File: config.mk
export PLATFORM = sky130hd
export DESIGN_NAME = xy_expression_pattern_pixel_flat
export DESIGN_NICKNAME = d
export VERILOG_FILES = /design/src/rtl/xyp_pkg.sv /design/src/rtl/xyp_if.sv /design/src/rtl/xy_expression_pattern_pixel.sv /design/src/flat_wrapper.sv
export SDC_FILE = /design/constraint.sdc
export NUM_CORES = 1
export LEC_CHECK = 0
export BUFFER_PORTS_ARGS = -buffer_cell sky130_fd_sc_hd__buf_4
export CORE_MARGIN = 5
export CORE_UTILIZATION = 68
export CTS_CLUSTER_SIZE = 20
export DETAILED_ROUTE_END_ITERATION = 16
export PLACE_DENSITY = 0.95
export SLEW_MARGIN = 30
export SYNTH_ARGS = -nofsm -noshare
export SYNTH_HDL_FRONTEND = slang
export SYNTH_SLANG_ARGS = --single-unit
File: constraint.sdc
create_clock -name clk -period 8.35 [get_ports clk]
set_clock_uncertainty 0.05 [all_clocks]
set_input_delay 0.835 -clock clk [delete_from_list [all_inputs] [get_ports clk]]
set_output_delay 0.835 -clock clk [all_outputs]
set_load 0.03 [all_outputs]
File: src/rtl/xyp_pkg.sv
// Package: widths, codes and the pipeline stage type of the pattern pixel block.
package xyp_pkg;

  localparam int COORD_BITS = 12;
  localparam int CONST_W    = 8;
  localparam int OP_W       = (COORD_BITS > CONST_W) ? COORD_BITS : CONST_W;
  localparam int VAL_W      = 2 * OP_W + 1;
  localparam int RAW_W      = 25;
  localparam int SHIFT_W    = 3;
  localparam int BYTE_W     = 8;

  // Divider: quotient bits resolved per pipeline stage.
  localparam int DIV_STEP   = 2;
  localparam int DIV_STAGES = (OP_W + DIV_STEP - 1) / DIV_STEP;
  // Operand stage, ALU stage, then the divider stages.
  localparam int NUM_STAGES = DIV_STAGES + 2;

  localparam int OPC_W = 4;
  localparam int SEL_W = 2;

  localparam logic [OPC_W-1:0] OP_ADD = 4'd0;
  localparam logic [OPC_W-1:0] OP_SUB = 4'd1;
  localparam logic [OPC_W-1:0] OP_MUL = 4'd2;
  localparam logic [OPC_W-1:0] OP_DIV = 4'd3;
  localparam logic [OPC_W-1:0] OP_MOD = 4'd4;
  localparam logic [OPC_W-1:0] OP_AND = 4'd5;
  localparam logic [OPC_W-1:0] OP_OR  = 4'd6;
  localparam logic [OPC_W-1:0] OP_XOR = 4'd7;
  localparam logic [OPC_W-1:0] OP_SHL = 4'd8;
  localparam logic [OPC_W-1:0] OP_SHR = 4'd9;

  localparam logic [SEL_W-1:0] SEL_X     = 2'd0;
  localparam logic [SEL_W-1:0] SEL_Y     = 2'd1;
  localparam logic [SEL_W-1:0] SEL_CONST = 2'd2;

  // APB register map, one 32-bit word per register.
  localparam int CFG_DATA_W = 32;
  localparam int CFG_ADDR_W = 5;
  localparam int REG_IDX_W  = 3;

  localparam logic [REG_IDX_W-1:0] REG_OPERATION = 3'd0;
  localparam logic [REG_IDX_W-1:0] REG_LEFT_SEL  = 3'd1;
  localparam logic [REG_IDX_W-1:0] REG_RIGHT_SEL = 3'd2;
  localparam logic [REG_IDX_W-1:0] REG_CONSTANT  = 3'd3;
  localparam logic [REG_IDX_W-1:0] REG_THRESHOLD = 3'd4;

  localparam logic [OPC_W-1:0]   RST_OPERATION = OP_SHR;
  localparam logic [SEL_W-1:0]   RST_LEFT_SEL  = SEL_X;
  localparam logic [SEL_W-1:0]   RST_RIGHT_SEL = SEL_Y;
  localparam logic [CONST_W-1:0] RST_CONSTANT  = 8'd18;
  localparam logic [BYTE_W-1:0]  RST_THRESHOLD = 8'd12;

  typedef struct packed {
    logic [OP_W-1:0]         a;
    logic [OP_W-1:0]         b;
    logic signed [VAL_W-1:0] val;   // non-divide result
    logic [OP_W:0]           rem;   // partial remainder
    logic [OP_W-1:0]         quo;   // dividend shifting out, quotient shifting in
  } stage_t;

endpackage

File: src/rtl/xyp_if.sv
// Handshake channels: coordinate requests in, pixel results out.
interface xyp_coord_if;
  logic                           valid;
  logic                           ready;
  logic [xyp_pkg::COORD_BITS-1:0] x_coord;
  logic [xyp_pkg::COORD_BITS-1:0] y_coord;

  modport source (output valid, output x_coord, output y_coord, input ready);
  modport sink   (input valid, input x_coord, input y_coord, output ready);
endinterface

interface xyp_pixel_if;
  logic                             valid;
  logic                             ready;
  logic signed [xyp_pkg::RAW_W-1:0] raw_value;
  logic                             pixel_white;

  modport source (output valid, output raw_value, output pixel_white, input ready);
  modport sink   (input valid, input raw_value, input pixel_white, output ready);
endinterface

File: src/rtl/xy_expression_pattern_pixel.sv
// Pattern pixel generator: operand select, ALU, pipelined divider, threshold.
//
// Usage:
//   coord (sink) takes one (x_coord, y_coord) request per accepted handshake.
//   pixel (source) returns raw_value, the result of the configured operation
//   on the two selected operands, and pixel_white, set when the result is
//   non-negative and its low byte exceeds the threshold.
//   Registers sit on the APB port: operation, left_select, right_select,
//   operand_constant, threshold at byte addresses 0, 4, 8, 12, 16. Write them
//   only while no request is in flight.
// Timing:
//   One request per clock sustained while results are taken. Each request
//   passes one operand register, one ALU register, six divider registers
//   (two quotient bits each, 12-bit operands) and the output register. The
//   divider runs on every request, so all operations see the same latency.
// Reset (rst, synchronous): pipeline and output emptied, registers return to
//   shr, x, y, constant 18, threshold 12.
// Stall: each stage holds while the next one is full and stalled, so a full
//   stage only waits on a full successor; bubbles close up and coord.ready
//   drops only once every stage holds a request.
module xy_expression_pattern_pixel (
  input  logic                            clk,
  input  logic                            rst,
  xyp_coord_if.sink                       coord,
  xyp_pixel_if.source                     pixel,
  input  logic                            psel,
  input  logic                            penable,
  input  logic                            pwrite,
  input  logic [xyp_pkg::CFG_ADDR_W-1:0]  paddr,
  input  logic [xyp_pkg::CFG_DATA_W-1:0]  pwdata,
  output logic [xyp_pkg::CFG_DATA_W-1:0]  prdata,
  output logic                            pready
);
  import xyp_pkg::*;

  localparam int NP = NUM_STAGES;

  // Configuration registers
  logic [OPC_W-1:0]   operation;
  logic [SEL_W-1:0]   left_select;
  logic [SEL_W-1:0]   right_select;
  logic [CONST_W-1:0] operand_constant;
  logic [BYTE_W-1:0]  threshold;

  logic [REG_IDX_W-1:0] reg_idx;
  logic                 cfg_write;

  // Pipeline
  stage_t          p     [NP];
  stage_t          st_in [NP];
  logic [NP-1:0]   pv;
  logic [NP-1:0]   vin;
  logic [NP:0]     en;

  // Output register
  logic                    out_valid;
  logic signed [RAW_W-1:0] out_raw;
  logic                    out_white;
  logic signed [VAL_W-1:0] fin_val;
  logic                    fin_white;

  function automatic logic [OP_W-1:0] pick(input logic [SEL_W-1:0]      sel,
                                           input logic [COORD_BITS-1:0] x,
                                           input logic [COORD_BITS-1:0] y,
                                           input logic [CONST_W-1:0]    c);
    logic [OP_W-1:0] r;
    case (sel)
      SEL_X:     r = OP_W'(x);
      SEL_Y:     r = OP_W'(y);
      SEL_CONST: r = OP_W'(c);
      default:   r = '0;
    endcase
    return r;
  endfunction

  function automatic logic signed [VAL_W-1:0] alu(input logic [OPC_W-1:0] op,
                                                  input logic [OP_W-1:0]  a,
                                                  input logic [OP_W-1:0]  b);
    logic signed [VAL_W-1:0] ax;
    logic signed [VAL_W-1:0] bx;
    logic signed [VAL_W-1:0] r;
    logic [2*OP_W-1:0]       prod;
    logic [SHIFT_W-1:0]      sh;
    ax   = signed'(VAL_W'(a));
    bx   = signed'(VAL_W'(b));
    prod = a * b;
    sh   = b[SHIFT_W-1:0];
    case (op)
      OP_ADD:  r = ax + bx;
      OP_SUB:  r = ax - bx;
      OP_MUL:  r = signed'(VAL_W'(prod));
      OP_AND:  r = ax & bx;
      OP_OR:   r = ax | bx;
      OP_XOR:  r = ax ^ bx;
      OP_SHL:  r = ax << sh;
      OP_SHR:  r = ax >> sh;
      default: r = '0;   // div/mod come from the divider; unused codes give 0
    endcase
    return r;
  endfunction

  // ---------------------------------------------------------------- APB
  assign pready    = 1'b1;
  assign reg_idx   = paddr[CFG_ADDR_W-1:2];
  assign cfg_write = psel && penable && pwrite && pready;

  always_ff @(posedge clk) begin
    if (rst) begin
      operation        <= RST_OPERATION;
      left_select      <= RST_LEFT_SEL;
      right_select     <= RST_RIGHT_SEL;
      operand_constant <= RST_CONSTANT;
      threshold        <= RST_THRESHOLD;
    end else if (cfg_write) begin
      case (reg_idx)
        REG_OPERATION: operation        <= pwdata[OPC_W-1:0];
        REG_LEFT_SEL:  left_select      <= pwdata[SEL_W-1:0];
        REG_RIGHT_SEL: right_select     <= pwdata[SEL_W-1:0];
        REG_CONSTANT:  operand_constant <= pwdata[CONST_W-1:0];
        REG_THRESHOLD: threshold        <= pwdata[BYTE_W-1:0];
        default: ;     // unmapped words ignore writes
      endcase
    end
  end

  always_comb begin
    case (reg_idx)
      REG_OPERATION: prdata = CFG_DATA_W'(operation);
      REG_LEFT_SEL:  prdata = CFG_DATA_W'(left_select);
      REG_RIGHT_SEL: prdata = CFG_DATA_W'(right_select);
      REG_CONSTANT:  prdata = CFG_DATA_W'(operand_constant);
      REG_THRESHOLD: prdata = CFG_DATA_W'(threshold);
      default:       prdata = '0;
    endcase
  end

  // ---------------------------------------------------------- flow control
  // A stage loads when it is empty or its content moves on this cycle.
  always_comb begin
    en[NP] = !out_valid || pixel.ready;
    for (int i = NP - 1; i >= 0; i--) begin
      en[i] = !pv[i] || en[i+1];
    end
  end

  assign coord.ready = en[0];
  assign vin         = {pv[NP-2:0], coord.valid};

  // ---------------------------------------------------------- stage logic
  // Stage 0: operand select. Stage 1: ALU, divider seeded with a.
  always_comb begin
    st_in[0].a   = pick(left_select, coord.x_coord, coord.y_coord, operand_constant);
    st_in[0].b   = pick(right_select, coord.x_coord, coord.y_coord, operand_constant);
    st_in[0].val = '0;
    st_in[0].rem = '0;
    st_in[0].quo = '0;

    st_in[1]     = p[0];
    st_in[1].val = alu(operation, p[0].a, p[0].b);
    st_in[1].rem = '0;
    st_in[1].quo = p[0].a;
  end

  // Restoring divider, DIV_STEP quotient bits per stage.
  for (genvar k = 2; k < NP; k++) begin : g_div
    logic [OP_W:0]   r;
    logic [OP_W-1:0] q;
    always_comb begin
      r = p[k-1].rem;
      q = p[k-1].quo;
      for (int j = 0; j < DIV_STEP; j++) begin
        if ((k - 2) * DIV_STEP + j < OP_W) begin
          r = {r[OP_W-1:0], q[OP_W-1]};
          q = {q[OP_W-2:0], 1'b0};
          if (r >= {1'b0, p[k-1].b}) begin
            r    = r - {1'b0, p[k-1].b};
            q[0] = 1'b1;
          end
        end
      end
      st_in[k]     = p[k-1];
      st_in[k].rem = r;
      st_in[k].quo = q;
    end
  end

  always_ff @(posedge clk) begin
    if (rst) begin
      pv <= '0;
    end else begin
      for (int i = 0; i < NP; i++) begin
        if (en[i]) begin
          pv[i] <= vin[i];
        end
      end
    end
  end

  always_ff @(posedge clk) begin
    for (int i = 0; i < NP; i++) begin
      if (en[i]) begin
        p[i] <= st_in[i];
      end
    end
  end

  // ---------------------------------------------------------- result select
  always_comb begin
    case (operation)
      OP_DIV:  fin_val = (p[NP-1].b == '0) ? '0 : signed'(VAL_W'(p[NP-1].quo));
      OP_MOD:  fin_val = (p[NP-1].b == '0) ? '0 : signed'(VAL_W'(p[NP-1].rem));
      default: fin_val = p[NP-1].val;
    endcase
    // Negative results (sub only) are always black.
    fin_white = !fin_val[VAL_W-1] && (fin_val[BYTE_W-1:0] > threshold);
  end

  always_ff @(posedge clk) begin
    if (rst) begin
      out_valid <= 1'b0;
    end else if (en[NP]) begin
      out_valid <= pv[NP-1];
    end
  end

  always_ff @(posedge clk) begin
    if (en[NP]) begin
      out_raw   <= signed'(RAW_W'(fin_val));
      out_white <= fin_white;
    end
  end

  assign pixel.valid       = out_valid;
  assign pixel.raw_value   = out_raw;
  assign pixel.pixel_white = out_white;

  // ---------------------------------------------------------- assertions
  // Input backpressure only when every stage and the output hold a request.
  a_full_on_stall : assert property (@(posedge clk) disable iff (rst)
    !coord.ready |-> (&pv) && out_valid)
    else $error("coord stalled with a free stage");

  // A new result only comes from a full last stage.
  a_out_source : assert property (@(posedge clk) disable iff (rst)
    $rose(out_valid) |-> $past(pv[NP-1]))
    else $error("result appeared without a request in the last stage");

  // Divider leaves a remainder below a nonzero divisor.
  a_rem_bound : assert property (@(posedge clk) disable iff (rst)
    pv[NP-1] && (p[NP-1].b != '0) |-> p[NP-1].rem < {1'b0, p[NP-1].b})
    else $error("divider remainder out of range");

  // White pixels carry a low byte above the threshold.
  a_white_byte : assert property (@(posedge clk) disable iff (rst)
    out_valid && out_white |-> out_raw[BYTE_W-1:0] > threshold)
    else $error("white pixel with low byte at or below threshold");

endmodule

File: src/flat_wrapper.sv
// flat-port wrapper written by rule: the top's interface ports become plain ports
module xy_expression_pattern_pixel_flat import xyp_pkg::*;
  (clk, rst, psel, penable, pwrite, paddr, pwdata, prdata, pready, coord_valid, coord_x_coord, coord_y_coord, coord_ready, pixel_valid, pixel_raw_value, pixel_pixel_white, pixel_ready);
  xyp_coord_if coord_i ();
  xyp_pixel_if pixel_i ();
  input  logic clk;
  input  logic rst;
  input  logic psel;
  input  logic penable;
  input  logic pwrite;
  input  logic [xyp_pkg::CFG_ADDR_W-1:0] paddr;
  input  logic [xyp_pkg::CFG_DATA_W-1:0] pwdata;
  output logic [xyp_pkg::CFG_DATA_W-1:0] prdata;
  output logic pready;
  input wire logic [$bits(coord_i.valid)-1:0] coord_valid;
  input wire logic [$bits(coord_i.x_coord)-1:0] coord_x_coord;
  input wire logic [$bits(coord_i.y_coord)-1:0] coord_y_coord;
  output wire logic [$bits(coord_i.ready)-1:0] coord_ready;
  output wire logic [$bits(pixel_i.valid)-1:0] pixel_valid;
  output wire logic [$bits(pixel_i.raw_value)-1:0] pixel_raw_value;
  output wire logic [$bits(pixel_i.pixel_white)-1:0] pixel_pixel_white;
  input wire logic [$bits(pixel_i.ready)-1:0] pixel_ready;
  assign coord_i.valid = coord_valid;
  assign coord_i.x_coord = coord_x_coord;
  assign coord_i.y_coord = coord_y_coord;
  assign coord_ready = coord_i.ready;
  assign pixel_valid = pixel_i.valid;
  assign pixel_raw_value = pixel_i.raw_value;
  assign pixel_pixel_white = pixel_i.pixel_white;
  assign pixel_i.ready = pixel_ready;
  xy_expression_pattern_pixel u_core (.clk(clk), .rst(rst), .coord(coord_i), .pixel(pixel_i), .psel(psel), .penable(penable), .pwrite(pwrite), .paddr(paddr), .pwdata(pwdata), .prdata(prdata), .pready(pready));
endmodule
======== Word level (Yosys, flattened, before mapping) ========
Memory sizes are Yosys's and may differ from the RTL's.
Index checks and enable logic that the tools add are counted.
word-level totals
  register bits ........................... 59
  RAM bits ................................ 592
  output and inout bits ................... 61
  word-level logic and storage cells ...... 146
  memories ................................ 1
memories
  name      words  width  read ports  clocked after Yosys merged registers in  wr ports  RTL line                           source
  u_core.p  8      74     8           0                                        8         xy_expression_pattern_pixel.sv:49  stage_t p [NP];
operators by class
  add/subtract/negate cells ............... 14
  $mul .................................... 1
  magnitude comparators ................... 13
  eq/ne operators ......................... 17
  shift operators ......................... 2
  muxes and demuxes ....................... 47
  bitwise gates (word level) .............. 3
  reduce and logical (&&, ||, !) cells .... 32
operators with widths
  operator                                                         count
  25-bit one-hot mux with 8 select lines                           1
  13-bit by 12-bit greater-or-equal comparator with 1-bit output   12
  13-bit 2-to-1 mux                                                7
  12-bit 2-to-1 mux                                                7
  13-bit by 12-bit subtractor with 13-bit output                   6
  12-bit one-hot mux with 3 select lines                           2
  12-bit subtractor                                                6
  25-bit one-hot mux with 2 select lines                           1
  8-bit one-hot mux with 5 select lines                            1
  1-bit 2-to-1 mux                                                 28
  12-bit by 3-bit left shift with 25-bit output                    1
  12-bit by 3-bit right shift with 25-bit output                   1
  12-bit by 12-bit multiplier with 24-bit output                   1
  4-bit by 3-bit == test with 1-bit output, second input constant  4
  12-bit by 12-bit adder with 13-bit output                        1
  12-bit by 12-bit subtractor with 13-bit output                   1
  12-bit bitwise AND                                               1
  12-bit zero test                                                 1
  12-bit bitwise OR                                                1
  12-bit bitwise XOR                                               1
  1-bit zero test                                                  10
  2-bit AND reduction                                              5
  1-bit logical OR                                                 9
  4-bit by 2-bit == test with 1-bit output, second input constant  2
  other kinds (12)                                                 19

======== Depth between registers and ports, before layout ========
  word-level depth ........................ 12
  depth in mapped cells ................... 22

======== Worst setup path after synthesis ========
Ideal clock, no wire load.
  path kind ............................... register -> register
  start ................................... memory u_core.p[0][51] (netlist bit)
  end ..................................... memory u_core.p[0][116] (netlist bit), data pin
  library setup time ...................... 0.276 ns
  data arrival time ....................... 5.298 ns
  slack ................................... 2.727 ns
  stages on the path, launching flop included .. 21
  buffers on the path ..................... 3
  clock period less this slack ............ 5.623 ns
  cells stage by stage .................... edfxtp_1 > clkbuf_1 > clkbuf_1 > clkbuf_1 > nand2_1 > fa_1 > inv_1 > fa_1 > inv_1 > fa_1 > fa_1 > inv_1 > ha_1 > o21a_1 > a2111oi_0 > nor2_1 > or2_2 > a21o_1 > a21oi_1 > xor2_1 > o211ai_1
RTL lines
  item             RTL line
  start, declared  xy_expression_pattern_pixel.sv:49

==> flow_summary.ini <==
[finish]
layout-area-overhead-vs-synth_pct = 8.763
post_route_cells_drive_above_1_share_pct = 9.576
layout.nets = 3287
finalNonFillerCells = 3504
post-route-cell-area_um2 = 33790

[cts]
postCtsResizedCells = 0
postCtsSetupBuffers = 0
cts.clk_slew.worst_paths_ns = 0.07
clock-sinks = 499
largest_buffer_count_on_any_clock_path = 3
cts_inserted_buffers = 49
hold_buffers = 0
clkLatencyLatePin_ns = 0.64
cts-htree-levels = 2
cts_tree = built
root_buffer = sky130_fd_sc_hd__clkbuf_16

[timing]
worst_pin_slew_ns = 1.001
layout_worst_path_cycle_share_pct = 82.13
final-max-slew-violation-count = 0
clock.fmax_ghz = 0.1458
slew_headroom_pct = 33.19
finalHoldViolations = 0
final_layout_setup_total_negative_slack_ns = 0
whs_ns = 0.3305
setup-violations-final = 0
time_the_worst_path_needs_with_i_o_delays_and_setup_ns = 6.858
grt_setup_unrepaired = no

[power_and_ir_drop]
seq_power_share_pct = 32.1
ir_drop_mv = 0.3798
combinationalPowerShare_pct = 45.8
power_density_nw_per_um2 = 301.1
sw_frac_of_total_pct = 38.01
leakage_power_total_nw = 14.90
net-switching-power_mw = 3.868
share_clk_of_total_power_pct = 22.1
p_int_mw = 6.308

[worst_setup_path]
critPathMostFrequentCell = sky130_fd_sc_hd__fa_1
critical_path.cell_chain = clkinv_1 -> nor2_1 -> fa_1 -> ha_1 -> fa_1 -> inv_1 -> fa_1 -> fa_1 -> inv_1 -> ha_1 -> o21a_1 -> a2111oi_1 -> nor2_1 -> or2_2 -> a21o_1 -> a21oi_1 -> xor2_1 -> o211ai_1
crit_path_start_kind = flop
slowest_cell_delay_on_critical_path_ns = 0.87
critical_path_class = flop to flop
worst_ep_required_time_ns = 8.63
cp-end-kind = flop
cp_slowest_cell = sky130_fd_sc_hd__a2111oi_1
path_max_fanout = 11
worstPathArrival_ns = 7.14

[run_status]
run_status = complete, no violations

[grt]
overflow = 0
largest_net_degree_at_the_start_of_global_routing = 64
grt_pass1_wl_um = 125100
gr-usage-all-layers_pct = 31.74
number_of_global_route_vias_before_repair = 22960
grt_antenna_before_repair = 2

[placement]
detailed_place_hpwl_um = 57270
postPlaceCellArea_um2 = 32140
io_buffer_count = 77
final_replace_weighted_congestion = 0.9870
numPlacedInstances = 3414

[die]
die-width_um = 223.8
fp.dieArea_um2 = 50060
io_pins = 129
floorplan.die.height_um = 223.8
start_util_pct = 68.61
rows = 78
placeableCoreArea_um2 = 45280

[yosys]
synth-edff-count = 466
dominantRegCellSynth = sky130_fd_sc_hd__edfxtp_1
share_of_the_synthesized_area_in_compound_gates_ao_oa_aoi_oai_pct = 12.16
synth_sequential_area_ratio_pct = 47.17
synth-xor-area-share_pct = 3.157
ys_warn_count = 0
postSynth.asyncResetShare_pct = 0
synth_seq_cells = 499
post_synth_instance_area_um2 = 31070
netlist_instances = 2804
netlist-cell-type-count = 78
synth.avg_cell_area_um2 = 11.08
yosys.area_share.adder_pct = 16.99
post_synth_and_or_nand_nor_area_fraction_pct = 10.03
synth_top_family_by_area = adder cells
portion_of_netlist_area_occupied_by_mux_cells_pct = 4.929

[detailed_routing]
routed-via-count = 22820
wl_per_cell_um = 23.04
detail-route-antenna-nets = 0
detail_route.vias_per_cell = 6.511
drc = 0
drt_wl_total_um = 80750
first_iter_violations = 2728
detail_route.first_pass.iterations = 8

[min_path]
min_delay_worst_type = flop to flop

[run]
max_cap_violations = 0
## critical path: cells and delay by family (launching register included)
kind | cells | cell delay, ns
AOI/OAI and AO/OA | 5 | 1.55
adders and majority gates | 6 | 2.49
buffers and inverters | 3 | 0.64
and+or+nand+nor | 3 | 0.76
DFF | 1 | 0.73
xor gates and xnor gates | 1 | 0.34
## cells in the mapped netlist (9+ instances only)
cell type / instances / area (µm²)
sky130_fd_sc_hd__o21bai_1: 18 / 135.1
sky130_fd_sc_hd__clkbuf_1: 72 / 270.3
sky130_fd_sc_hd__dfxtp_1: 33 / 660.6
sky130_fd_sc_hd__a21boi_0: 11 / 82.58
sky130_fd_sc_hd__nor4_1: 9 / 56.30
sky130_fd_sc_hd__o22ai_1: 11 / 68.82
sky130_fd_sc_hd__a21oi_1: 146 / 730.7
sky130_fd_sc_hd__fa_1: 113 / 2262
sky130_fd_sc_hd__a31oi_1: 11 / 68.82
sky130_fd_sc_hd__o21a_1: 26 / 195.2
sky130_fd_sc_hd__mux2_2: 68 / 765.7
sky130_fd_sc_hd__or3_1: 11 / 68.82
sky130_fd_sc_hd__edfxtp_1: 466 / 13990
sky130_fd_sc_hd__and3_1: 14 / 87.58
sky130_fd_sc_hd__o211ai_1: 21 / 157.7
sky130_fd_sc_hd__a211oi_1: 18 / 135.1
sky130_fd_sc_hd__nor2b_1: 32 / 200.2
sky130_fd_sc_hd__a211o_1: 17 / 148.9
sky130_fd_sc_hd__nor3_1: 48 / 240.2
sky130_fd_sc_hd__nand2_1: 226 / 848.3
sky130_fd_sc_hd__ha_1: 241 / 3015
sky130_fd_sc_hd__a22oi_1: 16 / 120.1
sky130_fd_sc_hd__buf_4: 27 / 202.7
sky130_fd_sc_hd__xor2_1: 36 / 315.3
sky130_fd_sc_hd__inv_1: 306 / 1149
sky130_fd_sc_hd__o21ai_0: 142 / 710.7
sky130_fd_sc_hd__nand4_1: 19 / 118.9
sky130_fd_sc_hd__a21o_1: 45 / 337.8
sky130_fd_sc_hd__o221ai_1: 11 / 96.34
sky130_fd_sc_hd__mux2i_1: 66 / 660.6
sky130_fd_sc_hd__and2_1: 24 / 150.1
sky130_fd_sc_hd__nand3_1: 42 / 210.2
sky130_fd_sc_hd__nor2_1: 224 / 840.8
sky130_fd_sc_hd__nand2b_1: 16 / 100.1
sky130_fd_sc_hd__xnor2_1: 76 / 665.6
## kinds of logic (layout without fill, tap and decap cells)
| family | after synthesis | after routing |
|---|---|---|
| AND/OR/NAND/NOR | 690 | 690 |
| AO/OA/AOI/OAI | 579 | 579 |
| flip-flops | 499 | 499 |
| buffers and inverters | 427 | 503 |
| adder cells (fa/ha/maj) | 354 | 354 |
| multiplexers | 141 | 141 |
| XOR/XNOR | 112 | 112 |
| other | 2 | 26 |
## power groups by stage
stage	clock [mW]	combinational [mW]	sequential, mW
2_1_floorplan	0	3.35	3.25
3_3_place_gp	0	4.20	3.28
3_5_place_dp	0	4.41	3.30
4_1_cts	2.26	4.51	3.26
5_1_grt	2.37	5.00	3.29
6_report	2.25	4.66	3.27
## metrics by stage
| stage | total power, mW | util (%) | setup slack (ns) |
|---|---|---|---|
| 2_1_floorplan | 6.598 | - | 2.727 |
| 3_3_place_gp | 7.474 | 70.96 | 1.626 |
| 3_5_place_dp | 7.708 | 70.97 | 1.705 |
| 4_1_cts | 10.04 | 74.60 | 1.686 |
| 5_1_grt | 10.65 | 74.62 | 1.430 |
| 6_report | 10.18 | 74.62 | 1.492 |
## worst paths after layout
check                           slack, ns             start  depth (start not counted)               end
worst max-delay path                 1.49   u_core.p[0][63]                         18  u_core.p[0][116]
worst min-delay path                 0.33  u_core.p[0][213]                          0  u_core.p[0][287]
worst min register to register       0.33  u_core.p[0][213]                          0  u_core.p[0][287]
worst max register to register       1.49   u_core.p[0][63]                         18  u_core.p[0][116]
## layout make-up
cell class	count	area, µm²
diodes	1	2.502
clock buffers	62	1325
clock inverters	27	319.1
fillers	2796	11490
inverters	314	1179
multi-input cells	1901	14810
flip-flops and latches	499	14650
well taps	600	750.7
repair buffers	100	750.7
## metal layers
metal  track usage, %  vias up  wire length [µm]
met5                0        -                 0
met4            12.47        0              3687
met3            7.273      320              8536
met2            53.83     1484             38870
met1            40.02    10960             29650
li1                 -    10050                 -
## registers in the layout (all words and copies together) (netlist names)
signal,count
u_core.p,440
u_core.pixel.raw_value,25
u_core.operand_constant,8
u_core.pv,8
u_core.threshold,8
u_core.operation,4
u_core.left_select,2
u_core.right_select,2
u_core.pixel.pixel_white,1
u_core.pixel.valid,1
## placed cells by master, fill, tap and decap left out, drive strengths merged, types with 19 or more instances in the layout
cell type / synthesis / routed
a21o: 45 / 45
and2: 24 / 24
clkinv: 8 / 26
clkbuf: 72 / 62
conb: 2 / 25
xor2: 36 / 36
nand3: 42 / 42
nor2b: 32 / 32
nand2: 226 / 226
xnor2: 76 / 76
o211ai: 22 / 22
o21ai: 144 / 144
a21oi: 147 / 147
nor3: 48 / 48
fa: 113 / 113
mux2i: 66 / 66
mux2: 75 / 75
o21a: 26 / 26
dfxtp: 33 / 33
buf: 41 / 100
nand4: 19 / 19
nor2: 224 / 224
ha: 241 / 241
edfxtp: 466 / 466
inv: 306 / 308
Power figures use the tool's default switching activity.
